File: src/hdl/mtsed_pkg.sv
// ----------------------------------------------------------------------------
// mtsed_pkg
// Shared types, constants and character tables for the markup tag strip and
// entity decode block.
// ----------------------------------------------------------------------------
package mtsed_pkg;

  // sizes
  localparam int unsigned MaxResults = 6;
  localparam int unsigned HeldDepth  = 4;
  localparam int unsigned QueueDepth = 4;
  localparam int unsigned CntW       = 3;

  // tag match position once the tag can no longer be <br/>
  localparam logic [2:0] TagFail = 3'd7;
  localparam logic [2:0] TagFull = 3'd4;

  // character codes
  localparam logic [7:0] ChLt      = 8'h3C;
  localparam logic [7:0] ChGt      = 8'h3E;
  localparam logic [7:0] ChAmp     = 8'h26;
  localparam logic [7:0] ChQuot    = 8'h22;
  localparam logic [7:0] ChSemi    = 8'h3B;
  localparam logic [7:0] ChNewline = 8'h0A;
  localparam logic [7:0] ChNone    = 8'h00;

  // parse mode, one-hot
  typedef enum logic [2:0] {
    MODE_PLAIN = 3'b001,
    MODE_TAG   = 3'b010,
    MODE_ENT   = 3'b100
  } mode_e;

  // input word
  typedef struct packed {
    logic [7:0] in_byte;
    logic       end_of_text;
  } in_word_t;

  // result word
  typedef struct packed {
    logic [7:0] out_byte;
    logic       out_valid;
    logic       out_last;
  } out_word_t;

  // command from front to back: the result bytes of one input word
  typedef struct packed {
    logic [MaxResults-1:0][7:0] data;
    logic [CntW-1:0]            cnt;
    logic                       last;
  } cmd_t;

  // ascii case folding, A-Z only
  function automatic logic [7:0] fold(input logic [7:0] c);
    logic [7:0] r;
    r = c;
    if (c >= 8'h41 && c <= 8'h5A) begin
      r = c + 8'h20;
    end
    return r;
  endfunction

  // "<br/" pattern
  function automatic logic [7:0] br_char(input logic [1:0] pos);
    logic [7:0] r;
    case (pos)
      2'd0:    r = ChLt;
      2'd1:    r = 8'h62;
      2'd2:    r = 8'h72;
      default: r = 8'h2F;
    endcase
    return r;
  endfunction

  // entity patterns after '&': lt; gt; amp; quot; (zero past the end)
  function automatic logic [7:0] ent_pat_char(input logic [1:0] k, input logic [2:0] idx);
    logic [7:0] r;
    r = ChNone;
    case (k)
      2'd0: begin
        case (idx)
          3'd0:    r = 8'h6C;
          3'd1:    r = 8'h74;
          3'd2:    r = ChSemi;
          default: r = ChNone;
        endcase
      end
      2'd1: begin
        case (idx)
          3'd0:    r = 8'h67;
          3'd1:    r = 8'h74;
          3'd2:    r = ChSemi;
          default: r = ChNone;
        endcase
      end
      2'd2: begin
        case (idx)
          3'd0:    r = 8'h61;
          3'd1:    r = 8'h6D;
          3'd2:    r = 8'h70;
          3'd3:    r = ChSemi;
          default: r = ChNone;
        endcase
      end
      default: begin
        case (idx)
          3'd0:    r = 8'h71;
          3'd1:    r = 8'h75;
          3'd2:    r = 8'h6F;
          3'd3:    r = 8'h74;
          3'd4:    r = ChSemi;
          default: r = ChNone;
        endcase
      end
    endcase
    return r;
  endfunction

  // decoded character of an entity
  function automatic logic [7:0] ent_out_char(input logic [1:0] k);
    logic [7:0] r;
    case (k)
      2'd0:    r = ChLt;
      2'd1:    r = ChGt;
      2'd2:    r = ChAmp;
      default: r = ChQuot;
    endcase
    return r;
  endfunction

endpackage

File: src/hdl/mtsed_front.sv
// ----------------------------------------------------------------------------
// mtsed_front
// Parser front: takes one text word per cycle when accepted, tracks tag and
// entity state, and builds the list of result bytes that the word causes.
// ----------------------------------------------------------------------------
module mtsed_front
  import mtsed_pkg::*;
(
  input  logic     clk_i,
  input  logic     rst_ni,
  input  logic     accept_i,
  input  in_word_t in_word_i,
  output logic     cmd_wr_o,
  output cmd_t     cmd_o
);

  mode_e                      mode_q, mode_d;
  logic [2:0]                 pos_q, pos_d;
  logic [3:0]                 cand_q, cand_d;
  logic [2:0]                 len_q, len_d;
  logic [HeldDepth-1:0][7:0]  held_q, held_d;

  logic [MaxResults-1:0][7:0] data;
  logic [CntW-1:0]            cnt;
  logic [7:0]                 b;
  logic [7:0]                 c;
  logic [3:0]                 mask;
  logic                       flush_now;
  logic                       plain_now;
  logic                       live;

  assign b    = in_word_i.in_byte;
  assign c    = fold(b);
  assign live = accept_i && (b != ChNone);

  // entity candidates that still match with this letter
  always_comb begin
    for (int k = 0; k < 4; k++) begin
      mask[k] = cand_q[k] && (ent_pat_char(2'(k), len_q) == c);
    end
  end

  // next state and result list
  always_comb begin
    mode_d    = mode_q;
    pos_d     = pos_q;
    cand_d    = cand_q;
    len_d     = len_q;
    held_d    = held_q;
    data      = '0;
    cnt       = '0;
    flush_now = 1'b0;
    plain_now = 1'b0;

    if (live) begin
      unique case (mode_q)
        MODE_TAG: begin
          if (b == ChGt) begin
            if (pos_q == TagFull) begin
              data[0] = ChNewline;
              cnt     = CntW'(1);
            end
            mode_d = MODE_PLAIN;
            pos_d  = '0;
          end else if (pos_q < TagFull && c == br_char(pos_q[1:0])) begin
            pos_d = pos_q + 3'd1;
          end else begin
            pos_d = TagFail;
          end
        end
        MODE_ENT: begin
          if (mask == 4'd0) begin
            flush_now = 1'b1;
            plain_now = 1'b1;
          end else if (c == ChSemi) begin
            // lowest surviving candidate wins
            if (mask[0]) begin
              data[0] = ent_out_char(2'd0);
            end else if (mask[1]) begin
              data[0] = ent_out_char(2'd1);
            end else if (mask[2]) begin
              data[0] = ent_out_char(2'd2);
            end else begin
              data[0] = ent_out_char(2'd3);
            end
            cnt    = CntW'(1);
            mode_d = MODE_PLAIN;
            cand_d = '0;
            len_d  = '0;
          end else if (len_q < 3'(HeldDepth)) begin
            held_d[len_q[1:0]] = b;
            len_d              = len_q + 3'd1;
            cand_d             = mask;
          end else begin
            flush_now = 1'b1;
            plain_now = 1'b1;
          end
        end
        default: begin
          plain_now = 1'b1;
        end
      endcase
    end

    // broken entity: '&' and the held letters
    if (flush_now) begin
      data[0] = ChAmp;
      for (int i = 0; i < HeldDepth; i++) begin
        data[i+1] = held_q[i];
      end
      cnt    = CntW'(1) + len_q;
      mode_d = MODE_PLAIN;
      len_d  = '0;
      cand_d = '0;
    end

    // byte handled as ordinary text
    if (plain_now) begin
      if (b == ChLt) begin
        mode_d = MODE_TAG;
        pos_d  = 3'd1;
      end else if (b == ChAmp) begin
        mode_d = MODE_ENT;
        cand_d = 4'hF;
        len_d  = '0;
      end else begin
        for (int i = 0; i < MaxResults; i++) begin
          if (cnt == CntW'(i)) begin
            data[i] = b;
          end
        end
        cnt = cnt + CntW'(1);
      end
    end

    // end of text: flush a partial entity and return to plain text
    if (accept_i && in_word_i.end_of_text) begin
      if (mode_d == MODE_ENT) begin
        if (cnt == '0) begin
          data[0] = ChAmp;
          for (int i = 0; i < HeldDepth; i++) begin
            data[i+1] = held_d[i];
          end
          cnt = CntW'(1) + len_d;
        end else begin
          for (int i = 0; i < MaxResults; i++) begin
            if (cnt == CntW'(i)) begin
              data[i] = ChAmp;
            end
          end
          cnt = cnt + CntW'(1);
        end
      end
      mode_d = MODE_PLAIN;
      pos_d  = '0;
      cand_d = '0;
      len_d  = '0;
    end
  end

  assign cmd_o.data = data;
  assign cmd_o.cnt  = cnt;
  assign cmd_o.last = in_word_i.end_of_text;
  assign cmd_wr_o   = accept_i && ((cnt != '0) || in_word_i.end_of_text);

  // parser state
  always_ff @(posedge clk_i or negedge rst_ni) begin
    if (!rst_ni) begin
      mode_q <= MODE_PLAIN;
      pos_q  <= '0;
      cand_q <= '0;
      len_q  <= '0;
    end else begin
      mode_q <= mode_d;
      pos_q  <= pos_d;
      cand_q <= cand_d;
      len_q  <= len_d;
    end
  end

  // held letters, no reset
  always_ff @(posedge clk_i) begin
    held_q <= held_d;
  end

endmodule

File: src/hdl/mtsed_fifo.sv
// ----------------------------------------------------------------------------
// mtsed_fifo
// Small command queue between parser front and output back.
// ----------------------------------------------------------------------------
module mtsed_fifo
  import mtsed_pkg::*;
#(
  parameter int unsigned Depth = QueueDepth
) (
  input  logic clk_i,
  input  logic rst_ni,
  input  logic wr_i,
  input  cmd_t wr_data_i,
  input  logic rd_i,
  output cmd_t rd_data_o,
  output logic full_o,
  output logic empty_o
);

  localparam int unsigned AddrW = (Depth > 1) ? $clog2(Depth) : 1;
  localparam int unsigned CountW = $clog2(Depth + 1);

  cmd_t              mem_q [Depth];
  logic [AddrW-1:0]  wr_ptr_q, wr_ptr_d;
  logic [AddrW-1:0]  rd_ptr_q, rd_ptr_d;
  logic [CountW-1:0] count_q, count_d;
  logic              do_wr;
  logic              do_rd;

  assign full_o    = (count_q == CountW'(Depth));
  assign empty_o   = (count_q == '0);
  assign do_wr     = wr_i && !full_o;
  assign do_rd     = rd_i && !empty_o;
  assign rd_data_o = mem_q[rd_ptr_q];

  // pointer and fill count update
  always_comb begin
    wr_ptr_d = wr_ptr_q;
    rd_ptr_d = rd_ptr_q;
    count_d  = count_q;
    if (do_wr) begin
      wr_ptr_d = (wr_ptr_q == AddrW'(Depth - 1)) ? '0 : wr_ptr_q + AddrW'(1);
    end
    if (do_rd) begin
      rd_ptr_d = (rd_ptr_q == AddrW'(Depth - 1)) ? '0 : rd_ptr_q + AddrW'(1);
    end
    if (do_wr && !do_rd) begin
      count_d = count_q + CountW'(1);
    end else if (do_rd && !do_wr) begin
      count_d = count_q - CountW'(1);
    end
  end

  always_ff @(posedge clk_i or negedge rst_ni) begin
    if (!rst_ni) begin
      wr_ptr_q <= '0;
      rd_ptr_q <= '0;
      count_q  <= '0;
    end else begin
      wr_ptr_q <= wr_ptr_d;
      rd_ptr_q <= rd_ptr_d;
      count_q  <= count_d;
    end
  end

  // entry storage
  always_ff @(posedge clk_i) begin
    if (do_wr) begin
      mem_q[wr_ptr_q] <= wr_data_i;
    end
  end

endmodule

File: src/hdl/mtsed_back.sv
// ----------------------------------------------------------------------------
// mtsed_back
// Output back: walks the bytes of the head command, one result word per pop,
// and gives a bare end marker for a command without bytes.
// ----------------------------------------------------------------------------
module mtsed_back
  import mtsed_pkg::*;
(
  input  logic      clk_i,
  input  logic      rst_ni,
  input  cmd_t      head_i,
  input  logic      head_valid_i,
  input  logic      pop_i,
  output logic      head_done_o,
  output out_word_t out_word_o,
  output logic      empty_o
);

  logic [CntW-1:0] idx_q, idx_d;
  logic            last_byte;
  logic            bare;
  logic            take;
  logic [7:0]      sel_byte;

  assign bare      = (head_i.cnt == '0);
  assign last_byte = bare || (idx_q == head_i.cnt - CntW'(1));
  assign take      = pop_i && head_valid_i;
  assign empty_o   = !head_valid_i;
  assign head_done_o = take && last_byte;

  // byte select
  always_comb begin
    sel_byte = ChNone;
    for (int i = 0; i < MaxResults; i++) begin
      if (idx_q == CntW'(i)) begin
        sel_byte = head_i.data[i];
      end
    end
  end

  assign out_word_o.out_byte  = bare ? ChNone : sel_byte;
  assign out_word_o.out_valid = !bare;
  assign out_word_o.out_last  = head_i.last && last_byte;

  // position within the head command
  always_comb begin
    idx_d = idx_q;
    if (take) begin
      idx_d = last_byte ? '0 : idx_q + CntW'(1);
    end
  end

  always_ff @(posedge clk_i or negedge rst_ni) begin
    if (!rst_ni) begin
      idx_q <= '0;
    end else begin
      idx_q <= idx_d;
    end
  end

endmodule

File: src/hdl/markup_tag_strip_entity_decode_core.sv
// ----------------------------------------------------------------------------
// markup_tag_strip_entity_decode_core
// Strips markup tags and decodes character entities from a byte stream.
// ----------------------------------------------------------------------------
// Path: a text word's results are registered in the command queue, then shown.
// Throughput: one text word per cycle while the queue is not full; results leave
//   one per pop; n results of a word take n pops; QueueDepth commands buffer that.
// Reset: clears parse state, queue and output position; held entity letters
//   are not cleared. No clearing pass, input taken as soon as reset is released.
module markup_tag_strip_entity_decode_core
  import mtsed_pkg::*;
#(
  parameter int unsigned QueueDepth = mtsed_pkg::QueueDepth
) (
  input  logic      clk_i,
  input  logic      rst_ni,
  input  logic      push,
  output logic      full,
  input  in_word_t  in_data_i,
  output logic      empty,
  input  logic      pop,
  output out_word_t out_data_o
);

  logic accept;
  logic cmd_wr;
  cmd_t cmd;
  cmd_t head;
  logic q_full;
  logic q_empty;
  logic head_done;

  assign full   = q_full;
  assign accept = push && !q_full;

  // parser front
  mtsed_front u_front (
    .clk_i     (clk_i),
    .rst_ni    (rst_ni),
    .accept_i  (accept),
    .in_word_i (in_data_i),
    .cmd_wr_o  (cmd_wr),
    .cmd_o     (cmd)
  );

  // command queue
  mtsed_fifo #(
    .Depth (QueueDepth)
  ) u_fifo (
    .clk_i     (clk_i),
    .rst_ni    (rst_ni),
    .wr_i      (cmd_wr),
    .wr_data_i (cmd),
    .rd_i      (head_done),
    .rd_data_o (head),
    .full_o    (q_full),
    .empty_o   (q_empty)
  );

  // output back
  mtsed_back u_back (
    .clk_i        (clk_i),
    .rst_ni       (rst_ni),
    .head_i       (head),
    .head_valid_i (!q_empty),
    .pop_i        (pop),
    .head_done_o  (head_done),
    .out_word_o   (out_data_o),
    .empty_o      (empty)
  );

endmodule

File: config.mk
export PLATFORM = sky130hd
export DESIGN_NAME = markup_tag_strip_entity_decode_core
export DESIGN_NICKNAME = d
export VERILOG_FILES = /design/src/hdl/mtsed_pkg.sv /design/src/hdl/mtsed_front.sv /design/src/hdl/mtsed_fifo.sv /design/src/hdl/mtsed_back.sv /design/src/hdl/markup_tag_strip_entity_decode_core.sv
export SDC_FILE = /design/constraint.sdc
export NUM_CORES = 1
export LEC_CHECK = 0
export ABC_CLOCK_PERIOD_IN_PS = 8500
export BUFFER_PORTS_ARGS = -buffer_cell sky130_fd_sc_hd__buf_2
export CORE_MARGIN = 3
export CORE_UTILIZATION = 63
export DETAILED_ROUTE_END_ITERATION = 10
export HOLD_SLACK_MARGIN = 0.05
export PLACE_DENSITY = 0.8
export SLEW_MARGIN = 20
export SYNTH_ARGS = -nofsm -noshare
export SYNTH_HDL_FRONTEND = slang
export SYNTH_SLANG_ARGS = --single-unit
File: constraint.sdc
create_clock -name clk_i -period 8.5 [get_ports clk_i]
set_input_delay 0.425 -clock clk_i [delete_from_list [all_inputs] [get_ports clk_i]]
set_output_delay 0.425 -clock clk_i [all_outputs]
set_load 0.005 [all_outputs]
=== Yosys cells after proc, flatten, opt, wreduce, memory -nomap -nowiden ===
Memories as Yosys holds them, arrays and structs flattened.
Cells that the tools add are included.

* Add/sub/neg operators: 12
* $mul: 0
* Divide/modulo/power cells: 0
* $lt $le $gt $ge: 6
* Eq/ne operators: 38
* Shift-type cells: 0
* Mux-type cells: 116
* Bitwise logic cells: 0
* Reductions and logical operators: 36

{| class="wikitable"
|+ Operator list
! operator !! count
|-
| 48-bit 2-to-1 mux || 5
|-
| 8-bit 2-to-1 mux || 30
|-
| 32-bit 2-to-1 mux || 5
|-
| 3-bit 2-to-1 mux || 40
|-
| 40-bit 2-to-1 mux || 2
|-
| 7-bit one-hot mux with 3 select lines || 3
|-
| 4-bit 2-to-1 mux || 11
|-
| 7-bit one-hot mux with 5 select lines || 1
|-
| 3-bit equality test (second input constant) || 11
|-
| 32-bit bitwise mux || 1
|-
| 7-bit by 8-bit equality test with 1-bit output || 4
|-
| 8-bit by 6-bit equality test with 1-bit output (second input constant) || 4
|-
| 7-bit one-hot mux with 4 select lines || 1
|-
| 3-bit by 2-bit equality test with 1-bit output (second input constant) || 9
|-
| 3-bit by 1-bit adder with 3-bit output (second input constant) || 6
|-
| 1-bit logical AND || 18
|-
| 3-bit logical NOT || 6
|-
| 8-bit demux with 2-bit select || 1
|-
| 8-bit one-hot mux with 2 select lines || 1
|-
| 3-bit by 1-bit equality test with 1-bit output (second input constant) || 4
|-
| 3-bit one-hot mux with 2 select lines || 2
|-
| 1-bit 2-to-1 mux || 10
|-
| 8-bit by 6-bit adder with 8-bit output (second input constant) || 1
|-
| 8-bit equality test || 1
|-
| 20 further kinds || 31
|}

* Register bits after elaboration: 55
* Bits in latches: 0
* RAM bits: 208
* ROM bits: 0
* Input bits: 13
* Output and inout port bits: 12
* Logic and storage cells: 221
* Memories kept: 1

{| class="wikitable"
|+ Memory list
! memory !! depth !! width !! rd ports !! clocked after Yosys merged registers in !! write ports !! RTL line !! text
|-
| u_fifo.mem_q || 4 || 52 || 1 || 0 || 1 || mtsed_fifo.sv:23 || <nowiki>cmd_t mem_q [Depth];</nowiki>
|}

=== Depth between registers and ports, before layout ===
Gate-level depths: netlist (run 1).

* Depth in word-level cells: 26
* Depth in mapped cells: 26

=== Hierarchy ===
A second synthesis (run 1) with hierarchy kept.

* Cells, all modules: 945
* Area, all modules: 12882.4 µm²

{| class="wikitable"
|+ By module, submodules not included
! module !! instances !! cells an instance !! area each (µm²) !! sequential area each (µm²)
|-
| mtsed_fifo || 1 || 309 || 7945.1 || 6421.2
|-
| mtsed_front || 1 || 528 || 4179.0 || 967.2
|-
| mtsed_back || 1 || 106 || 740.7 || 75.1
|-
| markup_tag_strip_entity_decode_core || 1 || 2 || 17.5 || 0.0
|}

=== Worst setup path after synthesis (run 1) ===
Ideal clock, no wire load.

* Kind: flip-flop to flip-flop
* Start: reg u_front.len_q[0]
* End: mem u_fifo.mem_q[0][0] in the netlist's numbering (enable)
* Library setup time: 415 ps
* Data arrival time: 5762 ps
* Data required time: 8085 ps
* Path slack: 2323 ps
* Cell stages (with the launch flop): 21
* Clock period less this slack: 6177 ps
* Cells stage by stage: dfrtp_1 -> inv_1 -> ha_1 -> buf_2 -> or3_1 -> a21oi_2 -> and4bb_1 -> a21oi_1 -> or4b_4 -> a32oi_2 -> nor2_1 -> clkbuf_1 -> clkbuf_1 -> nand2_1 -> nor2_1 -> ha_1 -> a221oi_1 -> or2_2 -> clkbuf_1 -> o31a_1 -> and2_1

* Word-level cells in the longest chain between the ends: 23

{| class="wikitable"
|+ RTL lines
! item !! RTL line !! text
|-
| start: declaration || mtsed_front.sv:20 || <nowiki>logic [2:0] len_q, len_d;</nowiki>
|-
| start signal: assignment || mtsed_front.sv:177 || <nowiki>len_q <= len_d;</nowiki>
|-
| 3-bit equality test, or another cell as far along || mtsed_pkg.sv:107 || <nowiki>case (idx)</nowiki>
|-
| 7-bit one-hot mux with 5 select lines, or another cell as far along || mtsed_pkg.sv:107 ||
|-
| 7-bit by 8-bit equality test with 1-bit output || mtsed_front.sv:39 || <nowiki>mask[k] = cand_q[k] && (ent_pat_char(2'(k), len_q) == c);</nowiki>
|-
| 1-bit logical AND || mtsed_front.sv:39 ||
|-
| 4-bit logical NOT || mtsed_front.sv:72 || <nowiki>if (mask == 4'd0) begin</nowiki>
|-
| 3-bit 2-to-1 mux or 1-bit 2-to-1 mux (tied branches) || mtsed_front.sv:72 ||
|-
| 3-bit one-hot mux with 2 select lines or 1-bit 2-to-1 mux (tied branches) || mtsed_front.sv:56 || <nowiki>unique case (mode_q)</nowiki>
|-
| 3-bit 2-to-1 mux or 1-bit 2-to-1 mux (tied branches) || mtsed_front.sv:55 || <nowiki>if (live) begin</nowiki>
|-
| [... 8 more ...] || -- ||
|-
| 3-bit 2-to-1 mux (*) || mtsed_front.sv:137 || <nowiki>if (accept_i && in_word_i.end_of_text) begin</nowiki>
|-
| 3-bit nonzero test (*) || mtsed_front.sv:164 || <nowiki>assign cmd_wr_o = accept_i && ((cnt != '0) || in_word_i.end_of_text);</nowiki>
|-
| 1-bit logical OR (*) || mtsed_front.sv:164 ||
|-
| 1-bit logical AND (*) || mtsed_front.sv:164 ||
|-
| 1-bit logical AND (*) || mtsed_fifo.sv:32 || <nowiki>assign do_wr = wr_i && !full_o;</nowiki>
|-
| named net u_fifo.do_wr || mtsed_fifo.sv:27 || <nowiki>logic do_wr;</nowiki>
|-
| 1-bit 2-to-1 mux (*) || mtsed_fifo.sv:68 || <nowiki>if (do_wr) begin</nowiki>
|-
| 1-bit 2-to-1 mux (implied by the code) (*) || mtsed_fifo.sv:69 || <nowiki>mem_q[wr_ptr_q] <= wr_data_i;</nowiki>
|-
| end: declaration || mtsed_fifo.sv:23 ||
|}

The timed path passes the listed nets; every way through them passes the cells marked *.

=== Worst setup path in the final report (run 1) ===
* Start: reg u_front.len_q[0]
* End: mem u_fifo.mem_q[3][36] in the netlist's numbering (enable)

Same word-level chain as after synthesis.

==> results of run 1 <==
registers in the layout, indices dropped and copies added, names as in the netlist:
signal	count
u_fifo.mem_q	208
u_front.held_q	32
u_front.cand_q	4
u_back.idx_q	3
u_fifo.count_q	3
u_front.len_q	3
u_front.mode_q	3
u_front.pos_q	3
u_fifo.rd_ptr_q	2
u_fifo.wr_ptr_q	2
through the flow:
stage	total power, uW	setup slack [ns]
finish	3950	1.98
global route	4120	1.59
CTS	3950	2.05
detailed placement	2860	1.93
global placement	2810	2.10
floorplan	2480	2.32
metal layers:
| layer | up-vias | routed length [microns] |
|---|---|---|
| met5 | - | 0 |
| met4 | 0 | 1420 |
| met3 | 101 | 3010 |
| met2 | 521 | 15200 |
| met1 | 4331 | 12100 |
| li1 | 3874 | - |
worst reg2reg max path, delay by kind of cell, from the launching register on:
kind                     cells  cell delay [ns]
adder cells (fa/ha/maj)      2             0.59
AND/OR/NAND/NOR              7             2.75
buffers and inverters        3             0.77
flip-flops                   1             0.47
AO/OA/AOI/OAI                6             1.61
synthesized netlist by cell type, types with 22 or more instances:
cell type  instances
clkbuf_1          51
ha_1              29
and2_1            24
nor2_1            64
nand3_1           29
dfxtp_1           32
o21ai_0           47
mux4_2            52
inv_1             30
nand2_1           93
a21oi_1           52
edfxtp_1         208
dfrtp_1           22
kinds of logic after synthesis:
family | count (synthesis) | synth area share (%)
DFF | 263 | 58.2
AOI/OAI and AO/OA | 219 | 11.5
muxes | 75 | 11.1
and+or+nand+nor | 309 | 12.1
adders and majority gates | 30 | 2.99
buffers and inverters | 95 | 2.90
xor gates and xnor gates | 17 | 1.16
worst paths after layout:
kind	to	slack, ns
setup / recovery	u_fifo.mem_q[3][36]	1.98
hold / removal	u_fifo.mem_q[3][0]	0.19
setup reg to reg	u_fifo.mem_q[3][36]	1.98
hold reg to reg	u_front.held_q[13]	0.46
max in group asynchronous	u_fifo.rd_ptr_q[0]	7.65
min in group asynchronous	u_back.idx_q[2]	0.41
layout make-up:
type | count | share of cell area, %
Tap cell | 265 | 2.37
Inverter | 33 | 0.886
Multi-Input combinational cell | 650 | 35.7
Clock buffer | 42 | 5.30
Clock inverter | 5 | 0.492
Sequential cell | 263 | 53.4
Timing Repair Buffer | 39 | 1.77
report_power, final:
| group | total, uW | switching (uW) | internal [uW] |
|---|---|---|---|
| combinational | 1160 | 672 | 491 |
| sequential | 1690 | 86.8 | 1600 |
| clock | 1100 | 468 | 629 |
| total | 3950 | 1230 | 2720 |
placed cells by master, fill, tap and decap left out, types with 26 or more instances in the layout:
cell and instances:
edfxtp_1 208, nand2_1 93, nor2_1 64, mux4_2 52
a21oi_1 52, o21ai_0 47, dfxtp_1 32, inv_1 30
nand3_1 29, ha_1 29, clkbuf_16 26
==> run_results.csv, run 1 <==
group,metric,value,unit
sta,setup_viol,0,
placed_design,gp_congestion,0.928,
grt,grt_pass1_vias,8554,
grt,use_met3,6.09,%
yosys,syn_inst,1008,
placed_design,place_inst,1248,
sta,tns,0,ns
drt,wl_per_cell,24.5,microns
final_layout,multiInputGateArea,0.00499,sq mm
drt,finalWirelength,31700,microns
grt,overflow,0,
power_and_ir_drop,p_leak,0.00497,uW
sta,tightestPinTransition,1.09,ns
worst_setup_path,rr_worst_depth,18,
worst_setup_path,crit_required,8.71,ns
yosys,synth_edf_count,208,
clock_tree,htreeDepth,1,
job,drv_cap,0,
grt,use_met2,45.9,%
floorplanning,die-area,0.0221,sq mm
floorplanning,pin_count,25,
worst_setup_path,cp_top_family,"simple AND/OR/NAND/NOR gates",
yosys,synth_cell_types,84,
worst_setup_path,critPathBufInv,3,
drt,viasPerCell,6.81,
final_layout,antenna_cells,0,
final_layout,layout.nets,1056,
clock_tree,clock_sinks,263,
hold_path,min_path_cells,1,
grt,antenna_found_initial,0,
yosys,yosysWarnings,0,
placed_design,dpl_cell_area,0.0131,sq mm
clock_tree,clockBufferDepth,3,
power_and_ir_drop,ir_worst_vdd,0.238,mV
sta,drv_slew,0,
worst_setup_path,cp.arrival,6.73,ns
hold_path,worstHoldStart,"in_data_i[0]",
drt,drt_iter0_drc,1151,
yosys,syn_area,0.0128,sq mm
sta,finalCritPeriodShare,76.7,%
grt,grt_usage,29.2,%
final_layout,finalNonFillerCells,1297,
sta,hold_viol_final,0,
clock_tree,clk_pin_slew_worst_paths,0.06,ns
sta,max_freq,153,MHz
sta,period_needed,6.52,ns
final_layout,nFillCells,1270,
power_and_ir_drop,power.density,282,mW/mm^2
clock_tree,cts_buffers,26,
grt,grt_start_max_net_pins,51,
final_layout,syn2layout_area_growth,8.98,%
yosys,yosys-top-cells-area,"edfxtp_1, mux4_2, dfxtp_1",
sta,rsz0062_at_grt,"no",
final_layout,utilization,70.9,%
final_layout,finish.instance_area,0.0140,sq mm
drt,vias,8827,
clock_tree,cts_resized,0,
placed_design,port_buffers,24,
sta,relSlewSlack,27.6,%
floorplanning,fp.dieH,149,microns
drt,ant_nets,0,
clock_tree,cts_root_buf,"clkbuf_16",
grt,grt_pass1_wl,48800,microns
floorplanning,die_x,149,microns
placed_design,dpl.hpwl,21100,microns
floorplanning,start_util,65.0,%
clock_tree,cts_hold_buf,1,
final_layout,drive_gt1_share,15.4,%
drt,drc_errors,0,
sta,skew,0.0140,ns
worst_setup_path,worstSetupPathDepth,18,
yosys,synth_fp_nets,1051,
yosys,ys_ff_latch,263,
yosys,synthArstFlopShare,8.75,%
hold_path,holdCritPathClass,"primary input to flop",
worst_setup_path,max_stage_delay,0.89,ns
floorplanning,rows,51,
worst_setup_path,crit_chain,"inv_1 > ha_1 > or3_1 > a21oi_2 > and4bb_1 > a21oi_1 > or4b_4 > a32oi_2 > nor2_1 > a21boi_0 > inv_1 > nor2_1 > ha_1 > a221oi_1 > or2_2 > o31a_1 > and2_2 > buf_4",
clock_tree,cts_tree,"built",
yosys,ys_seq_area_share,58.2,%
clock_tree,cts_setup_buffers,0,
floorplanning,core_area,0.0197,sq mm
worst_setup_path,cp-start-kind,"flop",
worst_setup_path,crit_slowest_cell,"and2_2",
final_layout,regArea,0.00747,sq mm
worst_setup_path,worstPathMaxFanout,39,
drt,drt-pass1-iter-count,6,
yosys,syn_area_per_cell,12.7,sq um
yosys,synthFlopType,"edfxtp_1",
worst_setup_path,path_class,"flop to flop",
worst_setup_path,r2r-start,"u_front.len_q[0]",
worst_setup_path,endpoint_kind,"flop",
clock_tree,clk_latency,0.53,ns
status,status,"completed",
yosys,synth_top_area_cell,"edfxtp_1",
worst_setup_path,cp-startpoint,"u_front.len_q[0]",
sta,hold_ws,0.192,ns
grt,use_met1,39.6,%
grt,busiest_layer,"met2",
yosys,yosys.area.top_type_share,48.7,%
No activity file was read; power rests on OpenSTA's default activity.
==> inputs of run 2 (changes only) <==
- ABC_AREA: unset -> 1
- ABC_CLOCK_PERIOD_IN_PS: 8500 -> 6660
- clock period: 8.5 -> 6.66 ns (I/O delays scaled with it)
==> run 2 against run 1 <==
  * Core utilization is 0.28 points higher
  * Total power grew 33%
  * Count of clock-buffer cells in the layout shrank 5
  * Final cell count up 24%
  * Register-to-register slack worse by 0.72 ns
  * Worst setup slack got worse by 0.72 ns
  * Synthesized cell count increased by 30%
  * Critical path depth increased by 13
  * Global-route usage increased by 0.87 points
  * Worst hold slack better by 0.11 ns
  * Largest cell class unchanged
==> run_results.csv, run 2 <==
group,metric,value,unit
yosys,syn_inst,1314,
clock_tree,clk_pin_slew_worst_paths,0.06,ns
floorplanning,start_util,65.3,%
yosys,yosys.area.top_type_share,48.2,%
yosys,ys_ff_latch,263,
drt,viasPerCell,6.30,
placed_design,dpl.hpwl,20700,microns
yosys,synth_cell_types,58,
drt,wl_per_cell,20.7,microns
worst_setup_path,path_class,"flop to flop",
grt,grt_start_max_net_pins,74,
power_and_ir_drop,power.density,371,mW/mm^2
clock_tree,cts_tree,"built",
worst_setup_path,worstPathMaxFanout,52,
hold_path,holdCritPathClass,"primary input to asynchronous set/reset pin",
worst_setup_path,cp.arrival,5.57,ns
clock_tree,cts_resized,0,
final_layout,largest_reg_flops,208,
floorplanning,die_x,149,microns
yosys,synth_commonest_cells,"nand2_1, edfxtp_1, o21ai_0, inv_1, nor2_1",
grt,grt_usage,30.1,%
yosys,synth_most_common_cell,"nand2_1",
worst_setup_path,rrSetupSlack,1.26,ns
final_layout,final_cell_mix,"nand2_1, edfxtp_1, o21ai_0",
worst_setup_path,cp-startpoint,"u_front.len_q[0]",
grt,grt_pass1_wl,52400,microns
clock_tree,clockBufferDepth,3,
final_layout,drive_gt1_share,11.7,%
worst_setup_path,r2r-start,"u_front.len_q[0]",
worst_setup_path,critPathMostFrequentCell,"nand2_1",
drt,drt-pass1-iter-count,6,
yosys,yosys-top-cells-area,"edfxtp_1, nand2_1, dfxtp_1",
yosys,syn_area_per_cell,9.86,sq um
yosys,synth_fp_nets,1357,
yosys,synth_edf_count,208,
power_and_ir_drop,ir_worst_vdd,0.329,mV
yosys,yosysWarnings,0,
sta,skew,0.0152,ns
power_and_ir_drop,p_leak,0.00553,uW
job,drv_cap,0,
sta,rsz0062_at_grt,"no",
worst_setup_path,max_stage_delay,0.66,ns
final_layout,syn2layout_area_growth,9.01,%
worst_setup_path,cp-start-kind,"flop",
clock_tree,clock_sinks,263,
sta,drv_slew,0,
final_layout,regArea,0.00746,sq mm
clock_tree,cts_buffers,27,
yosys,ys_seq_area_share,57.6,%
placed_design,port_buffers,24,
yosys,synthFlopType,"edfxtp_1",
final_layout,layout.nets,1361,
worst_setup_path,crit_slowest_cell,"buf_4",
final_layout,antenna_cells,0,
worst_setup_path,endpoint_kind,"flop",
yosys,synthArstFlopShare,8.75,%
drt,finalWirelength,33200,microns
final_layout,nFillCells,1426,
final_layout,final_common_cell,"nand2_1",
sta,max_freq,185,MHz
clock_tree,clk_latency,0.55,ns
sta,setup_viol,0,
floorplanning,core_area,0.0198,sq mm
sta,finalCritPeriodShare,81.2,%
drt,drt_iter0_drc,1117,
power_and_ir_drop,finalPower,5240,uW
grt,antenna_found_initial,0,
yosys,synth_top_area_cell,"edfxtp_1",
sta,hold_viol_final,0,
floorplanning,rows,51,
drt,drc_errors,0,
floorplanning,pin_count,25,
clock_tree,cts_root_buf,"clkbuf_16",
drt,vias,10108,
clock_tree,htreeDepth,1,
clock_tree,cts_setup_buffers,0,
status,status,"completed",
final_layout,top_register,"u_fifo.mem_q",
worst_setup_path,rr_worst_depth,31,
clock_tree,cts_hold_buf,2,
grt,overflow,0,
floorplanning,die-area,0.0223,sq mm
final_layout,multiInputGateArea,0.00481,sq mm
sta,tns,0,ns
grt,grt_pass1_vias,9796,
final_layout,reg_top3,"u_fifo.mem_q (208), u_front.held_q (32), u_front.cand_q (4)",
sta,relSlewSlack,40.0,%
sta,tightestPinTransition,0.896,ns
drt,ant_nets,0,
yosys,syn_area,0.0130,sq mm
floorplanning,fp.dieH,149,microns
sta,period_needed,5.40,ns
placed_design,gp_congestion,1.02,
worst_setup_path,crit_required,6.82,ns
-- run 2: area by class of cell --
type                            count  area share [%]
Timing Repair Buffer               36            1.52
Inverter                          116            3.08
Tap cell                          265            2.35
Clock inverter                     13           0.638
Clock buffer                       37            5.48
Multi-Input combinational cell    874            34.1
Sequential cell                   263            52.9
-- run 2: critical path, delay by kind of cell (launching register included) --
family,cells,cell delay [ns]
flops,1,0.47
fa+ha+maj,3,0.78
simple gates,20,2.32
buf+inv,6,1.03
compound gates,2,0.34
-- run 2: final timing paths --
check / end
worst max-delay path: u_fifo.mem_q[2][8]
worst max register to register: u_fifo.mem_q[2][8]
min in group clk_i: u_back.idx_q[2]
max in group asynchronous: u_fifo.rd_ptr_q[0]
worst min register to register: u_front.held_q[14]
worst min-delay path: u_fifo.count_q[2]
-- run 2: report_power, final --
part / internal (uW) / leakage, uW / switching, uW / total [uW]
sequential: 2020 / 0.00247 / 68.5 / 2090
combinational: 529 / 0.00262 / 1170 / 1700
clock: 819 / 0.000428 / 630 / 1450
total: 3370 / 0.00553 / 1860 / 5240
-- run 2: kinds of logic (layout without fill, tap and decap cells) --
family	Yosys count	after routing	share of synthesized area, %
flip-flops	263	263	57.6
multiplexers	1	1	0.0869
AND/OR/NAND/NOR	524	524	18.6
XOR/XNOR	10	10	0.676
adder cells (fa/ha/maj)	30	30	2.96
AO/OA/AOI/OAI	309	309	14.6
buffers and inverters	177	202	5.48
-- run 2: per-layer routing --
metal	up-vias	global-route usage [%]	routed length [microns]
li1	4652	-	-
met2	509	49.5	15800
met4	0	13.0	1530
met3	97	3.95	2630
met5	-	0	0
met1	4850	40.5	13300
-- run 2: per-stage QoR --
stage | hold WS (ns) | setup WS, ns | util, % | cell area, sq um | cells
floorplan | 0.0374 | 0.478 | - | 13000 | 1314
finish | 0.300 | 1.26 | 71.2 | 14100 | 1604
CTS | 0.295 | 1.28 | 71.2 | 14100 | 1604
global route | 0.328 | 0.635 | 71.2 | 14100 | 1604
global placement | 0.336 | 1.47 | 66.7 | 13200 | 1552
detailed placement | 0.341 | 1.29 | 66.7 | 13200 | 1552
==> inputs of run 3 (changes only) <==
- ABC_CLOCK_PERIOD_IN_PS: 6660 -> 5100
- clock period: 6.66 -> 5.1 ns (I/O delays scaled with it)
==> run 3 against run 2 <==
  * Maximum frequency increased by 13%
  * Non-clock buffer count up 37
  * Total power up 30%
  * Clock skew is 0.0047 ns higher
  * Clock power up 20%
  * Global-route usage up 0.093 points
  * Final cell count is 2.2% higher
  * First-iteration DRC count rose by 7.3%
  * Critical path type unchanged
  * Largest cell class unchanged
  * Highest routed layer unchanged
==> run_results.csv, run 3 (synthesis gave the netlist of run 2 again) <==
group,metric,value,unit
worst_setup_path,rr_worst_depth,28,
clock_tree,cts_buffers,26,
final_layout,regArea,0.00747,sq mm
sta,drv_slew,0,
drt,ant_nets,0,
final_layout,multiInputGateArea,0.00492,sq mm
sta,tightestPinTransition,0.997,ns
sta,skew,0.0199,ns
sta,setup_viol,0,
power_and_ir_drop,p_leak,0.00569,uW
floorplanning,rows,51,
drt,finalWirelength,33600,microns
final_layout,syn2layout_area_growth,12.5,%
worst_setup_path,endpoint_kind,"flop",
final_layout,nFillCells,1371,
final_layout,final_cell_mix,"nand2_1, edfxtp_1, o21ai_0",
clock_tree,clk_latency,0.55,ns
drt,drc_errors,0,
drt,drt_iter0_drc,1198,
floorplanning,die_x,149,microns
drt,drt-pass1-iter-count,6,
hold_path,holdCritPathClass,"primary input to flop",
hold_path,min_path_cells,4,
worst_setup_path,cp-start-kind,"flop",
worst_setup_path,cp.arrival,5.23,ns
final_layout,antenna_cells,0,
placed_design,port_buffers,24,
grt,grt_usage,30.1,%
clock_tree,cts_tree,"built",
final_layout,largest_reg_flops,208,
worst_setup_path,cp_top_family,"simple AND/OR/NAND/NOR gates",
worst_setup_path,max_stage_delay,0.46,ns
sta,hold_viol_final,0,
final_layout,finalNonFillerCells,1640,
grt,grt_pass1_wl,52600,microns
placed_design,dpl.hpwl,22100,microns
floorplanning,fp.dieH,149,microns
worst_setup_path,worstSetupPathDepth,28,
final_layout,drive_gt1_share,15.0,%
grt,overflow,0,
sta,relSlewSlack,33.3,%
power_and_ir_drop,finalPower,6790,uW
final_layout,reg_top3,"u_fifo.mem_q (208), u_front.held_q (32), u_front.cand_q (4)",
clock_tree,clk_pin_slew_worst_paths,0.06,ns
floorplanning,pin_count,25,
clock_tree,clockBufferDepth,3,
grt,antenna_found_initial,0,
clock_tree,cts_root_buf,"clkbuf_16",
worst_setup_path,critPathBufInv,3,
sta,max_freq,208,MHz
sta,tns,0,ns
placed_design,place_ws,0.121,ns
sta,period_needed,4.80,ns
drt,viasPerCell,6.29,
grt,grt_start_max_net_pins,71,
clock_tree,clock_sinks,263,
grt,grt_pass1_vias,9925,
worst_setup_path,crit_slowest_cell,"dfrtp_2",
worst_setup_path,crit_required,5.53,ns
floorplanning,die-area,0.0223,sq mm
floorplanning,core_area,0.0198,sq mm
job,drv_cap,0,
placed_design,place_inst,1583,
floorplanning,start_util,65.3,%
worst_setup_path,critPathMostFrequentCell,"nand2_2",
worst_setup_path,rrSetupSlack,0.30,ns
power_and_ir_drop,ir_worst_vdd,0.379,mV
final_layout,top_register,"u_fifo.mem_q",
sta,final.setup.worst_slack,0.299,ns
final_layout,final_common_cell,"nand2_1",
drt,wl_per_cell,20.5,microns
final_layout,utilization,73.4,%
final_layout,layout.nets,1398,
worst_setup_path,worstPathMaxFanout,7,
status,status,"completed",
sta,finalCritPeriodShare,94.1,%
worst_setup_path,path_class,"flop to flop",
power_and_ir_drop,power.density,466,mW/mm^2
drt,vias,10317,
clock_tree,htreeDepth,1,
placed_design,gp_congestion,0.959,
-- run 3: cell types whose count changed in the layout (fill, tap and decap cells not counted), sizes merged --
cell and change:
clkinv +2, clkbuf -1, inv -2, clkinvlp -1
buf +37, nand2 +1
-- run 3: area by class of cell --
cell class	instances	area share (%)
Sequential cell	263	51.3
Inverter	116	3.02
Multi-Input combinational cell	875	33.8
Clock buffer	36	4.72
Tap cell	265	2.28
Timing Repair Buffer	73	4.41
Clock inverter	12	0.541
-- run 3: power breakdown --
group	leakage, uW	internal, uW	switching, uW	total, uW
clock network	0.000373	951	793	1740
logic	0.00285	789	1520	2310
registers	0.00247	2640	102	2740
-- run 3: routing by layer --
| metal | global-route usage [%] | vias to the layer above | share of wire, % |
|---|---|---|---|
| li1 | - | 4726 | - |
| met1 | 40.5 | 4895 | 38 |
| met2 | 49.9 | 588 | 49 |
| met3 | 4.16 | 108 | 9.1 |
| met4 | 12.6 | 0 | 3.9 |
| met5 | 0 | - | 0 |
-- run 3: stage by stage --
step / hold slack (ns) / instance area, sq um
finish: 0.213 / 14600
global route: 0.247 / 14600
CTS: 0.214 / 14400
detailed placement: 0.279 / 13600
global placement: 0.272 / 13600
floorplan: -0.0406 / 13000
-- run 3: timing repair --
item                       CTS  global route
hold buffers                 2             0
gates resized for setup      0            33
setup endpoints to repair    0           210
hold endpoints to repair    26             0
buffers inserted             0             6
-- run 3: worst paths after layout --
check	from	end
setup / recovery	u_front.len_q[0]	u_fifo.count_q[1]
hold / removal	pop	u_back.idx_q[0]
setup reg to reg	u_front.len_q[0]	u_fifo.count_q[1]
hold reg to reg	u_front.held_q[23]	u_front.held_q[23]
max in group asynchronous	rst_ni	u_front.len_q[1]
min in group asynchronous	rst_ni	u_fifo.count_q[0]
-- run 3: worst min-delay path: stages --
cell,delay (ns)
buf_2,0.07
o21ai_0,0.16
inv_1,0.13
o21ai_0,0.09
